$ cat src/rtl/hdec_pkg.sv
package hdec_pkg;

    // Byte position within a codeword
    localparam logic [1:0] POS_HIGH  = 2'd0;
    localparam logic [1:0] POS_LOW   = 2'd1;
    localparam logic [1:0] POS_CHECK = 2'd2;

    localparam int unsigned BYTE_W     = 8;
    localparam int unsigned WORD_W     = 16;
    localparam int unsigned SYN_W      = 5;
    localparam int unsigned FIFO_DEPTH = 4;

    // Syndrome column for data word bit 15-k
    localparam logic [SYN_W-1:0] DATA_COL [WORD_W] = '{
        5'h03, 5'h05, 5'h06, 5'h07, 5'h09, 5'h0a, 5'h0b, 5'h0c,
        5'h0d, 5'h0e, 5'h0f, 5'h11, 5'h12, 5'h13, 5'h14, 5'h15
    };

endpackage

$ cat src/rtl/hamming_21_16_byte_stream_decoder_core.sv
// Hamming(21,16) single-error-correcting decoder for a byte stream. Bytes
// arrive as 3-byte codewords: data high, data low, then a check byte whose
// low five bits are the check bits (bits 7..5 are ignored). On the check
// byte the two data bytes are corrected (a syndrome that names a check bit
// or no column leaves them as they are) and both go out as two items, the
// second carrying the input's last flag. A chunk that ends inside a
// codeword emits only that codeword's first byte, marked last. One input
// item is taken per cycle; results leave one per cycle through a result
// queue of FIFO_DEPTH entries, and the input stalls while fewer than two
// entries are free. Results are registered in the queue as the byte that
// produces them is accepted. A stall on the output side fills the queue first
// and then holds off the input until two entries are free again.
module hamming_21_16_byte_stream_decoder_core #(
    parameter int unsigned FIFO_DEPTH = hdec_pkg::FIFO_DEPTH
) (
    input  logic                        i_clk,
    input  logic                        i_rst_n,
    input  logic                        i_valid,
    output logic                        o_stall,
    input  logic [hdec_pkg::BYTE_W-1:0] i_in_byte,
    input  logic                        i_in_last,
    output logic                        o_valid,
    input  logic                        i_stall,
    output logic [hdec_pkg::BYTE_W-1:0] o_out_byte,
    output logic                        o_out_last
);

    localparam int unsigned PTR_W = $clog2(FIFO_DEPTH);
    localparam int unsigned CNT_W = $clog2(FIFO_DEPTH + 1);

    // Codeword assembly state
    logic [1:0]                  r_pos, n_pos;
    logic [hdec_pkg::BYTE_W-1:0] r_held0, n_held0;
    logic [hdec_pkg::BYTE_W-1:0] r_held1, n_held1;

    // Result queue
    logic [hdec_pkg::BYTE_W-1:0] r_q_byte [FIFO_DEPTH];
    logic                        r_q_last [FIFO_DEPTH];
    logic [PTR_W-1:0]            r_wr_ptr, n_wr_ptr;
    logic [PTR_W-1:0]            r_rd_ptr, n_rd_ptr;
    logic [CNT_W-1:0]            r_count, n_count;

    logic                        in_acc;
    logic                        out_acc;
    logic [1:0]                  push_n;
    logic [hdec_pkg::BYTE_W-1:0] push0_byte, push1_byte;
    logic                        push0_last, push1_last;
    logic [hdec_pkg::BYTE_W-1:0] cor_hi, cor_lo;
    logic [PTR_W-1:0]            wr_ptr1;

    hdec_correct u_correct (
        .i_hi  (r_held0),
        .i_lo  (r_held1),
        .i_chk (i_in_byte),
        .o_hi  (cor_hi),
        .o_lo  (cor_lo)
    );

    // Stall while a full codeword's two results might not fit
    assign o_stall = (r_count > CNT_W'(FIFO_DEPTH - 2));
    assign o_valid = (r_count != '0);
    assign in_acc  = i_valid && !o_stall;
    assign out_acc = o_valid && !i_stall;

    assign o_out_byte = r_q_byte[r_rd_ptr];
    assign o_out_last = r_q_last[r_rd_ptr];

    // Walk the codeword and decide what to push into the queue
    always_comb begin
        n_pos      = r_pos;
        n_held0    = r_held0;
        n_held1    = r_held1;
        push_n     = 2'd0;
        push0_byte = i_in_byte;
        push0_last = 1'b1;
        push1_byte = cor_lo;
        push1_last = i_in_last;
        if (in_acc) begin
            case (r_pos)
                hdec_pkg::POS_LOW: begin
                    n_held1 = i_in_byte;
                    if (i_in_last) begin
                        // Drop the second byte, emit the first as last
                        push_n     = 2'd1;
                        push0_byte = r_held0;
                        n_pos      = hdec_pkg::POS_HIGH;
                    end else begin
                        n_pos = hdec_pkg::POS_CHECK;
                    end
                end
                hdec_pkg::POS_CHECK: begin
                    push_n     = 2'd2;
                    push0_byte = cor_hi;
                    push0_last = 1'b0;
                    n_pos      = hdec_pkg::POS_HIGH;
                end
                default: begin
                    // First byte (the unused code restarts here too)
                    n_held0 = i_in_byte;
                    if (i_in_last) begin
                        push_n = 2'd1;
                        n_pos  = hdec_pkg::POS_HIGH;
                    end else begin
                        n_pos = hdec_pkg::POS_LOW;
                    end
                end
            endcase
        end
    end

    assign wr_ptr1 = r_wr_ptr + PTR_W'(1);

    always_comb begin
        n_wr_ptr = r_wr_ptr + PTR_W'(push_n);
        n_rd_ptr = out_acc ? r_rd_ptr + PTR_W'(1) : r_rd_ptr;
        n_count  = r_count + CNT_W'(push_n) - CNT_W'(out_acc);
    end

    always_ff @(posedge i_clk) begin
        if (!i_rst_n) begin
            r_pos    <= hdec_pkg::POS_HIGH;
            r_wr_ptr <= '0;
            r_rd_ptr <= '0;
            r_count  <= '0;
        end else begin
            r_pos    <= n_pos;
            r_wr_ptr <= n_wr_ptr;
            r_rd_ptr <= n_rd_ptr;
            r_count  <= n_count;
        end
    end

    // Payload: no reset
    always_ff @(posedge i_clk) begin
        r_held0 <= n_held0;
        r_held1 <= n_held1;
        if (push_n != 2'd0) begin
            r_q_byte[r_wr_ptr] <= push0_byte;
            r_q_last[r_wr_ptr] <= push0_last;
        end
        if (push_n == 2'd2) begin
            r_q_byte[wr_ptr1] <= push1_byte;
            r_q_last[wr_ptr1] <= push1_last;
        end
    end

    // Queue never overflows
    assert property (@(posedge i_clk) disable iff (!i_rst_n)
        r_count <= CNT_W'(FIFO_DEPTH))
        else $error("result queue overflow");

    // A check byte with no drain adds exactly two results
    assert property (@(posedge i_clk) disable iff (!i_rst_n)
        (in_acc && r_pos == hdec_pkg::POS_CHECK && !out_acc)
        |=> (r_count == $past(r_count) + CNT_W'(2)))
        else $error("codeword did not queue two results");

    // Any last byte returns assembly to the first position
    assert property (@(posedge i_clk) disable iff (!i_rst_n)
        (in_acc && i_in_last) |=> (r_pos == hdec_pkg::POS_HIGH))
        else $error("position not restarted after last byte");

    // Position never takes the unused code
    assert property (@(posedge i_clk) disable iff (!i_rst_n)
        r_pos != 2'd3)
        else $error("unused byte position");

endmodule

$ cat src/rtl/hdec_correct.sv
module hdec_correct (
    input  logic [hdec_pkg::BYTE_W-1:0] i_hi,
    input  logic [hdec_pkg::BYTE_W-1:0] i_lo,
    input  logic [hdec_pkg::BYTE_W-1:0] i_chk,
    output logic [hdec_pkg::BYTE_W-1:0] o_hi,
    output logic [hdec_pkg::BYTE_W-1:0] o_lo
);

    logic [hdec_pkg::WORD_W-1:0] word;
    logic [hdec_pkg::WORD_W-1:0] flip;
    logic [hdec_pkg::SYN_W-1:0]  syn;

    assign word = {i_hi, i_lo};

    always_comb begin
        syn = i_chk[hdec_pkg::SYN_W-1:0];
        for (int k = 0; k < hdec_pkg::WORD_W; k++) begin
            if (word[hdec_pkg::WORD_W-1-k]) begin
                syn = syn ^ hdec_pkg::DATA_COL[k];
            end
        end
    end

    // Columns are all nonzero and distinct: at most one bit matches
    always_comb begin
        for (int k = 0; k < hdec_pkg::WORD_W; k++) begin
            flip[hdec_pkg::WORD_W-1-k] = (syn == hdec_pkg::DATA_COL[k]);
        end
    end

    assign o_hi = word[hdec_pkg::WORD_W-1:hdec_pkg::BYTE_W] ^
                  flip[hdec_pkg::WORD_W-1:hdec_pkg::BYTE_W];
    assign o_lo = word[hdec_pkg::BYTE_W-1:0] ^ flip[hdec_pkg::BYTE_W-1:0];

endmodule
$ cat config.mk
export PLATFORM = sky130hd
export DESIGN_NAME = hamming_21_16_byte_stream_decoder_core
export DESIGN_NICKNAME = d
export VERILOG_FILES = /design/src/rtl/hdec_pkg.sv /design/src/rtl/hamming_21_16_byte_stream_decoder_core.sv /design/src/rtl/hdec_correct.sv
export SDC_FILE = /design/constraint.sdc
export NUM_CORES = 1
export LEC_CHECK = 0
export CAP_MARGIN = 20
export CORE_AREA = 2 2 87 89
export DETAILED_ROUTE_END_ITERATION = 6
export DIE_AREA = 0 0 89 91
export DONT_BUFFER_PORTS = 1
export PLACE_DENSITY = 0.69
export RECOVER_POWER = 25
export SYNTH_ARGS = -nofsm -noshare
export SYNTH_HDL_FRONTEND = slang
export SYNTH_SLANG_ARGS = --single-unit
$ cat constraint.sdc
create_clock -name i_clk -period 2.8 [get_ports i_clk]
set_clock_uncertainty 0.05 [all_clocks]
set_input_delay 0.14 -clock i_clk [delete_from_list [all_inputs] [get_ports i_clk]]
set_output_delay 0.14 -clock i_clk [all_outputs]
set_load 0.01 [all_outputs]
**After elaboration in Yosys (flattened, before gate mapping)**

Memory sizes are Yosys's and may differ from the RTL's. A register that Yosys moved wholly into a read port is not among the register bits.
Index checks and enable logic that the tools add are counted.
W data, S select, Z words.

- Add/sub/neg operators: 5
- Bitwise logic cells: 19
- Reductions and logical operators: 9
- Magnitude comparators: 1
- Equality and inequality tests: 19
- Multiplexer cells: 35

Operator list:

| cell | count |
|---|---|
| $eq A5 B4 Y1 const B | 7 |
| $mux W4 | 7 |
| $eq A5 B5 Y1 const B | 5 |
| $mux W5 | 5 |
| $not A2 Y2 | 9 |
| $not A3 Y3 | 6 |
| $mux W2 | 8 |
| $mux W8 | 2 |
| $pmux W8 S2 | 1 |
| $xor A8 B8 Y8 | 2 |
| $eq A5 B3 Y1 const B | 3 |
| $mux W3 | 3 |
| $mux W1 | 8 |
| $eq A5 B2 Y1 const B | 1 |
| $add A2 B1 Y2 const B | 2 |
| $eq A2 B2 Y1 const B | 2 |
| $not A4 Y4 | 1 |
| $pmux W2 S2 | 1 |
| $reduce_and A2 Y1 | 2 |
| $add A3 B2 Y3 | 1 |
| $gt A3 B2 Y1 const B | 1 |
| $reduce_bool A3 Y1 | 1 |
| $sub A3 B1 Y3 | 1 |
| $add A2 B2 Y2 | 1 |
| other kinds (6) | 8 |

- Bits in registers: 25
- Bits of input ports: 13
- Output and inout port bits: 11
- Logic and storage cells: 96
- Memories: 2
- Bits in writable memories: 36

Memory list:

| memory | words | width | read ports | clocked after memory_dff | write ports | line | source |
|---|---|---|---|---|---|---|---|
| r_q_byte | 4 | 8 | 1 | 1 | 2 | hamming_21_16_byte_stream_decoder_core.sv:37 | `logic [hdec_pkg::BYTE_W-1:0] r_q_byte [FIFO_DEPTH];` |
| r_q_last | 4 | 1 | 1 | 1 | 2 | hamming_21_16_byte_stream_decoder_core.sv:38 | `logic r_q_last [FIFO_DEPTH];` |

**Longest topological paths before layout**

Gate-level depths: netlist of the first run.

- Depth after elaboration: 36
- Gate-level depth with buffers: 12
- Gate-level depth less buffers: 12

**Modules after synthesis**

A second synthesis of the first run with hierarchy kept.

- Cell total of the unflattened synthesis: 299
- Area total of the unflattened synthesis: 3793.6 µm²

Modules (own cells, without submodules):

| module | area an instance (µm²) | cells each | seq. area each (µm²) | times used |
|---|---|---|---|---|
| hamming_21_16_byte_stream_decoder_core | 3026.7 | 210 | 1781.7 | 1 |
| hdec_correct | 767.0 | 89 | 0.0 | 1 |

**Worst setup path after synthesis of the first run**

OpenSTA, ideal clock, no wires.

- Path kind: register to register
- From: register r_held1[2] in the netlist's numbering
- To: memory r_q_byte[3][7] in the netlist's numbering, data pin
- Data arrival time: 2.201 ns
- Path slack: 0.266 ns
- Stages on the path, launching flop included: 8
- Clock period less this slack: 2.534 ns
- Library setup time: 0.283 ns
- Buffers on the path: 0
- Data required time: 2.467 ns
- Path through: edfxtp_1 xnor2_1 xnor3_1 xor2_4 mux2i_2 nor2b_1 xnor2_1 mux2i_1

RTL lines:

| what | line | source |
|---|---|---|
| from (decl) | hamming_21_16_byte_stream_decoder_core.sv:34 | `logic [hdec_pkg::BYTE_W-1:0] r_held1, n_held1;` |
| from (signal assigned) | hamming_21_16_byte_stream_decoder_core.sv:136 | `r_held1 <= n_held1;` |
| to (decl) | hamming_21_16_byte_stream_decoder_core.sv:37 |  |

==> metrics.md, run 1 <==
| Metric | Value |
|---|---|
| Outcome | completed |
| Worst setup EP type | flip-flop |
| RSZ-0062 raised after global routing | true |
| RD Place Congestion | roughly 0.91 |
| Post-synth EDFFs | 52 |
| Peak supply drop | 0.553 mV |
| CTS tree | yes |
| CTS max path bufs | 2 |
| Synth Area in Adders | 2.47% |
| Final min period | 2760 ps |
| Setup TNS | 0 ps |
| Row cnt | 31 |
| Fmax | roughly 0.36 GHz |
| Vias in the first global route | 2643 |
| Post-Syn Nets | 348 |
| Drt drc | 0 |
| Crit path top cell by count | mux2i_1 |
| Mux cell area share after synthesis | 15.5% |
| Worst hold path type | in2reg |
| Synthesis-to-layout area growth | 17.7% |
| Reg2reg start | r_held1[5] |
| R2r endpoint | r_q_byte[0][2] |
| Most frequent cells after synthesis | edfxtp_1 (52), mux2i_1 (38), nand2_1 (37), xnor2_1 (25), nand4_1 (13) |
| Core area | 7140 sq um |
| Starting DRT DRC Count | between 150 and 200 |
| WL/cell | between 15 and 20 um |
| Seq pwr share | 35.7% |
| Max-cap violations | 0 |
| Compound-Gate Fraction of Synth Area | under 10% |
| Die area | between 8000 and 9000 sq um |
| Clock share of power | between 20% and 30% |
| Crit-path max FO | 6 |
| Crit path max-delay family | XOR/XNOR gates |
| Library cells used by synthesis | 43 |
| Vias | 2715 |
| Chip height | ~91 um |
| Detail Placement HPWL | 5970 um |
| Worst stage delay on the critical path | 460 ps |
| Worst Path Required | around 2800 ps |
| Crit path cell chain | xor2_2, xnor3_2, xor2_4, mux2i_1, buf_4, nand4_1, nand3_1, mux2i_1 |
| N_diodes | 0 |
| Fill count | 565 |
| Ports | 24 |
| Total Wirelength | between 8000 and 9000 um |
| Netlist Area Pre-Place | ~3900 sq um |
| Total GRT Usage | 22.5% |
| Slew margin rel. | between 50 and 60% |
| Final slew viol count | 0 |
| Main combinational cell family by area after synthesis | simple AND/OR/NAND/NOR gates |
| CTS Root Cell | clkbuf_8 |
| Comb pwr share | 40.5% |
| Mapped Cells | 328 |
| Final net count | 382 |
| Worst-Skew Late Latency | between 300 and 400 ps |
| Routed Antenna Nets | 0 |
| Seq/Total Area, Yosys | 46.2% |
| Fin crit share | 98.7% |
| Worst setup path class | reg2reg |
| Hold path startpoint | i_in_last |
| Ranking of synthesized cells by area | edfxtp_1 (40%), mux2i_1 (9.9%), dfxtp_1 (5.7%) |
| Drt via density | 5.84 |
| Simple-Gate Fraction of Synth Area | 15.9% |
| Synth Flop Type | edfxtp_1 |
| Fin. Hold Viols | 0 |
| WP buf/inv | 1 |
| Num CTS Buffers | 9 |
| Initial DRT Pass Iterations | 6 |
| Total congestion overflow | 0 |
| Post-synth top area cell | edfxtp_1 |
| Crit path DAT | ~2800 ps |
| Startpoint types | flip-flop |
| Worst path slowest cell | edfxtp_1 |
| Post-Synth XOR/XNOR Area | 13.3% |
| Largest net degree at the start of global routing | 18 |
| Mean area per synthesized cell | 11.8 sq um |
| Clock sink total | 63 |
| Htree depth | 3 |
| Hold Crit Depth | 2 |
| Synth warn | 0 |
| Int Pwr | 2.31 mW |
| Worst-path clk slew | 70 ps |
| Most numerous cell in the Yosys netlist | edfxtp_1 |
| Setup violations, final | 0 |
| Core Util, Final | between 60% and 70% |
| Worst Hold Path EP | r_q_last[2] |
| Proportion of layout cells with a drive suffix above 1 | 18.9% |
| First-pass GRT wire length | approximately 14000 um |
| Worst r2r path cells | 8 |
| Reg2reg setup slack | roughly 36 ps |
| Initial antenna violation count | 0 |
| Die X | 89 um |
| Worst slew pin tran | 635 ps |
| #FFs+latches synth | 63 |
| Post-synth ARST share | 0% |
| Initial Util | around 54% |
| Sw Share | 35.0% |
| Pwr dens | 783 nW/um^2 |
| Top cell type's share of synthesized area | around two fifths |
| IO buf count | 0 |
| Leak Pwr | 1.66 nW |
| Sw Pwr | 1.25 mW |
-- power by group through the flow --
stage | Combinational, mW | Sequential (mW) | Clock, mW
3_5_place_dp | 1.29 | 1.29 | 0
6_report | 1.44 | 1.27 | 0.847
4_1_cts | 1.31 | 1.27 | 0.854
3_3_place_gp | 1.26 | 1.29 | 0
5_1_grt | 1.56 | 1.29 | 0.900
2_1_floorplan | 1.03 | 1.22 | 0
-- state kept, by name, summed over array words and instances, names as in the netlist, named ones only --
name / cells
r_pos: 2
r_wr_ptr: 2
r_held1: 8
r_held0: 8
r_q_last: 4
r_rd_ptr: 2
r_count: 3
r_q_byte: 32
-- cell type report --
type | count | area (sq um) | share of cell area (%)
well taps | 99 | 124 | 2.73
inverters | 11 | 41.3 | 0.909
flip-flops and latches | 63 | 1780 | 39.2
clock buffers | 10 | 128 | 2.81
clock inverters | 5 | 73.8 | 1.63
repair buffers | 34 | 272 | 5.98
multi-input cells | 243 | 2120 | 46.7
-- metal layers --
layer | part of all wire (%) | GRT usage, % | vias to the layer above
met5 | 0 | 0 | -
met4 | 1.9 | 7.34 | 0
met3 | 6.2 | 4.36 | 16
met2 | 48 | 35.1 | 110
met1 | 44 | 31.6 | 1315
li1 | - | - | 1274
-- logic make-up (layout without fill, tap and decap cells) --
family | count (synthesis) | in the layout
XOR/XNOR | 44 | 44
multiplexers | 48 | 48
AND/OR/NAND/NOR | 116 | 116
adder cells (fa/ha/maj) | 7 | 7
AO/OA/AOI/OAI | 28 | 28
flip-flops | 63 | 63
buffers and inverters | 22 | 60
-- per-stage QoR --
stage	hold WS, ps	cells	total power [mW]	worst slack [ps]	area (sq um)
6_report	18.2	465	3.56	36.0	4540
5_1_grt	22.8	465	3.75	-88.5	4540
4_1_cts	11.4	464	3.44	8.02	4420
3_5_place_dp	189	438	2.58	44.1	4100
3_3_place_gp	189	438	2.55	85.7	4100
2_1_floorplan	189	328	2.25	266	3860
-- repair_timing --
item | 4_1_cts | 5_1_grt
hold buffers | 11 | 0
hold endpoints to repair | 28 | 0
setup buffers | 0 | 1
resized for setup | 0 | 24
endpoints found under the setup margin | 0 | 32
-- worst max-delay path by stage --
stage	from	end	cells after the start	slack (ps)
global route	r_held1[5]	r_q_byte[1][6]	7	-90
detailed placement	r_held1[4]	r_q_byte[1][5]	7	40
finish	r_held1[5]	r_q_byte[0][2]	8	40
global placement	r_held1[4]	r_q_byte[0][4]	7	90
CTS	r_held1[4]	r_q_byte[1][4]	7	8
floorplan	r_held1[2]	r_q_byte[3][7]	7	270
-- layout by cell type, fill, tap and decap left out, drive strengths merged, types with 3 or more instances in the layout --
cell,Yosys,final
a21oi,12,12
a22oi,7,7
and2,6,6
and3,10,10
buf,2,19
clkbuf,9,14
clkinv,0,3
dfxtp,11,11
dlygate4sd3,0,11
edfxtp,52,52
ha,6,6
inv,11,11
mux2i,39,39
mux4,9,9
nand2,37,37
nand2b,3,3
nand3,11,11
nand4,13,13
nor2,10,10
nor2b,8,8
nor3,4,4
nor3b,4,4
o21ai,3,3
or3,5,5
xnor2,26,26
xnor3,5,5
xor2,11,11
(Power assumes the default switching activity.)
==> run 2, diff against run 1 <==
CTS_BUF_LIST = sky130_fd_sc_hd__clkbuf_4   (was default)
==> metrics.md, run 2 (synthesis gave the netlist of run 1 again) <==
| Metric | Value |
|---|---|
| Total GRT Usage | around 22% |
| Final min period | 2800 ps |
| Routed Antenna Nets | 0 |
| Fin crit share | 100% |
| Worst stage delay on the critical path | 470 ps |
| Total Wirelength | 8570 um |
| Starting DRT DRC Count | 140 |
| Final net count | 383 |
| Fin. Hold Viols | 0 |
| Fmax | 0.357 GHz |
| Die area | 8100 sq um |
| Clock sink total | 63 |
| Biggest register | r_q_byte |
| Core area | between 7000 and 8000 sq um |
| Leak Pwr | 1.65 nW |
| Crit path cell chain | xor2_2, xnor3_2, xor2_4, mux2i_4, buf_4, nand4_1, nand3_2, mux2i_1 |
| Initial antenna violation count | 0 |
| RD Place Congestion | 0.908 |
| Worst slew pin tran | 632 ps |
| CTS Root Cell | clkbuf_4 |
| Startpoint types | flip-flop |
| Crit path max-delay family | XOR/XNOR gates |
| Largest register FFs | 32 |
| Proportion of layout cells with a drive suffix above 1 | 19.1% |
| CTS tree | yes |
| Most frequent cells in the layout | edfxtp_1 (52), nand2_1 (37), mux2i_1 (34) |
| Cell area after layout | 4500 sq um |
| Row cnt | 31 |
| N_diodes | 0 |
| Total congestion overflow | 0 |
| Worst setup path class | reg2reg |
| Worst hold path type | in2reg |
| Crit-path max FO | 6 |
| Slew margin rel. | 57.8% |
| Detail Placement HPWL | 5970 um |
| Pwr dens | between 700 and 800 nW/um^2 |
| Drt drc | 0 |
| Outcome | completed |
| Worst path slowest cell | edfxtp_1 |
| Setup violations, final | 0 |
| Die X | 89 um |
| First-pass GRT wire length | 13600 um |
| Worst Path Required | 2880 ps |
| Worst-path clk slew | 100 ps |
| RSZ-0062 raised after global routing | true |
| WP buf/inv | 1 |
| Num CTS Buffers | 9 |
| Worst-Skew Late Latency | 410 ps |
| WL/cell | about 18 um |
| Max-cap violations | 0 |
| Vias in the first global route | 2654 |
| Chip height | 91 um |
| Ports | 24 |
| Htree depth | 3 |
| Initial DRT Pass Iterations | 4 |
| Drt via density | 5.85 |
| CTS max path bufs | 2 |
| Top Registers | r_q_byte x32, r_held0 x8, r_held1 x8 |
| Worst setup EP type | flip-flop |
| Vias | 2725 |
| Peak supply drop | 0.559 mV |
| Min Hold Slack | between 60 and 70 ps |
| IO buf count | 0 |
| Initial Util | 54.0% |
| Largest net degree at the start of global routing | 16 |
| Final slew viol count | 0 |
| Commonest non-fill, non-tap cell in the layout | edfxtp_1 |
| Area after DPL | 4100 sq um |
| Synthesis-to-layout area growth | 16.6% |
| Crit path DAT | 2880 ps |
==> run 2: what timing repair did <==
| item | CTS | global route |
|---|---|---|
| hold endpoints to repair | 30 | 0 |
| gates resized for setup | 2 | 21 |
| setup endpoints to repair | 1 | 32 |
| pin swaps | 0 | 5 |
| buffers inserted | 0 | 2 |
| hold buffers | 11 | 0 |
==> run 2: through the flow <==
| step | std cells | utilization, % | power (mW) | TNS (ps) | worst slack [ps] |
|---|---|---|---|---|---|
| 2_1_floorplan | 328 | - | 2.25 | 0 | 266 |
| 3_3_place_gp | 438 | 57.5 | 2.55 | 0 | 85.7 |
| 3_5_place_dp | 438 | 57.5 | 2.58 | 0 | 44.1 |
| 4_1_cts | 464 | 61.2 | 3.31 | -4.23 | -4.23 |
| 5_1_grt | 466 | 63.0 | 3.60 | -1460 | -79.7 |
| 6_report | 466 | 63.0 | 3.40 | 0 | 0.821 |
==> run 2: cell type report <==
type	count	area, sq um
clock inverter	5	73.8
sequential	63	1780
multi-input combinational	243	2130
tap	99	124
clock buffer	10	75.1
inverter	11	41.3
timing repair buffer	35	275
fill	582	2640
==> run 2: path summary, 6_finish.rpt <==
kind / startpoint / endpoint / slack, ps / cells past startpoint
max: r_held1[5] / r_q_byte[2][3] / 0.8 / 8
min: i_stall / flip-flop / 60 / 3
max reg2reg: r_held1[5] / r_q_byte[2][3] / 0.8 / 8
min reg2reg: r_pos[1] / r_pos[1] / 460 / 2
==> run 2: worst min-delay path, delay by kind of cell <==
family | cells | cell delay, ps
XOR/XNOR | 1 | 150
AND/OR/NAND/NOR | 2 | 190
==> run 2: report_power, final <==
group          switching, mW  internal, mW  leakage (nW)
sequential             0.115          1.15         0.568
clock                  0.336         0.362        0.0837
combinational          0.771         0.668         0.998
total                   1.22          2.18          1.65
==> run 2: metal layers <==
layer  wire, um  global-route usage, %  share of wire [%]
met5          0                      0                  0
met4        121                   6.59                1.4
met3        502                   4.00                5.9
met2       4110                   35.1                 48
met1       3840                   32.0                 45
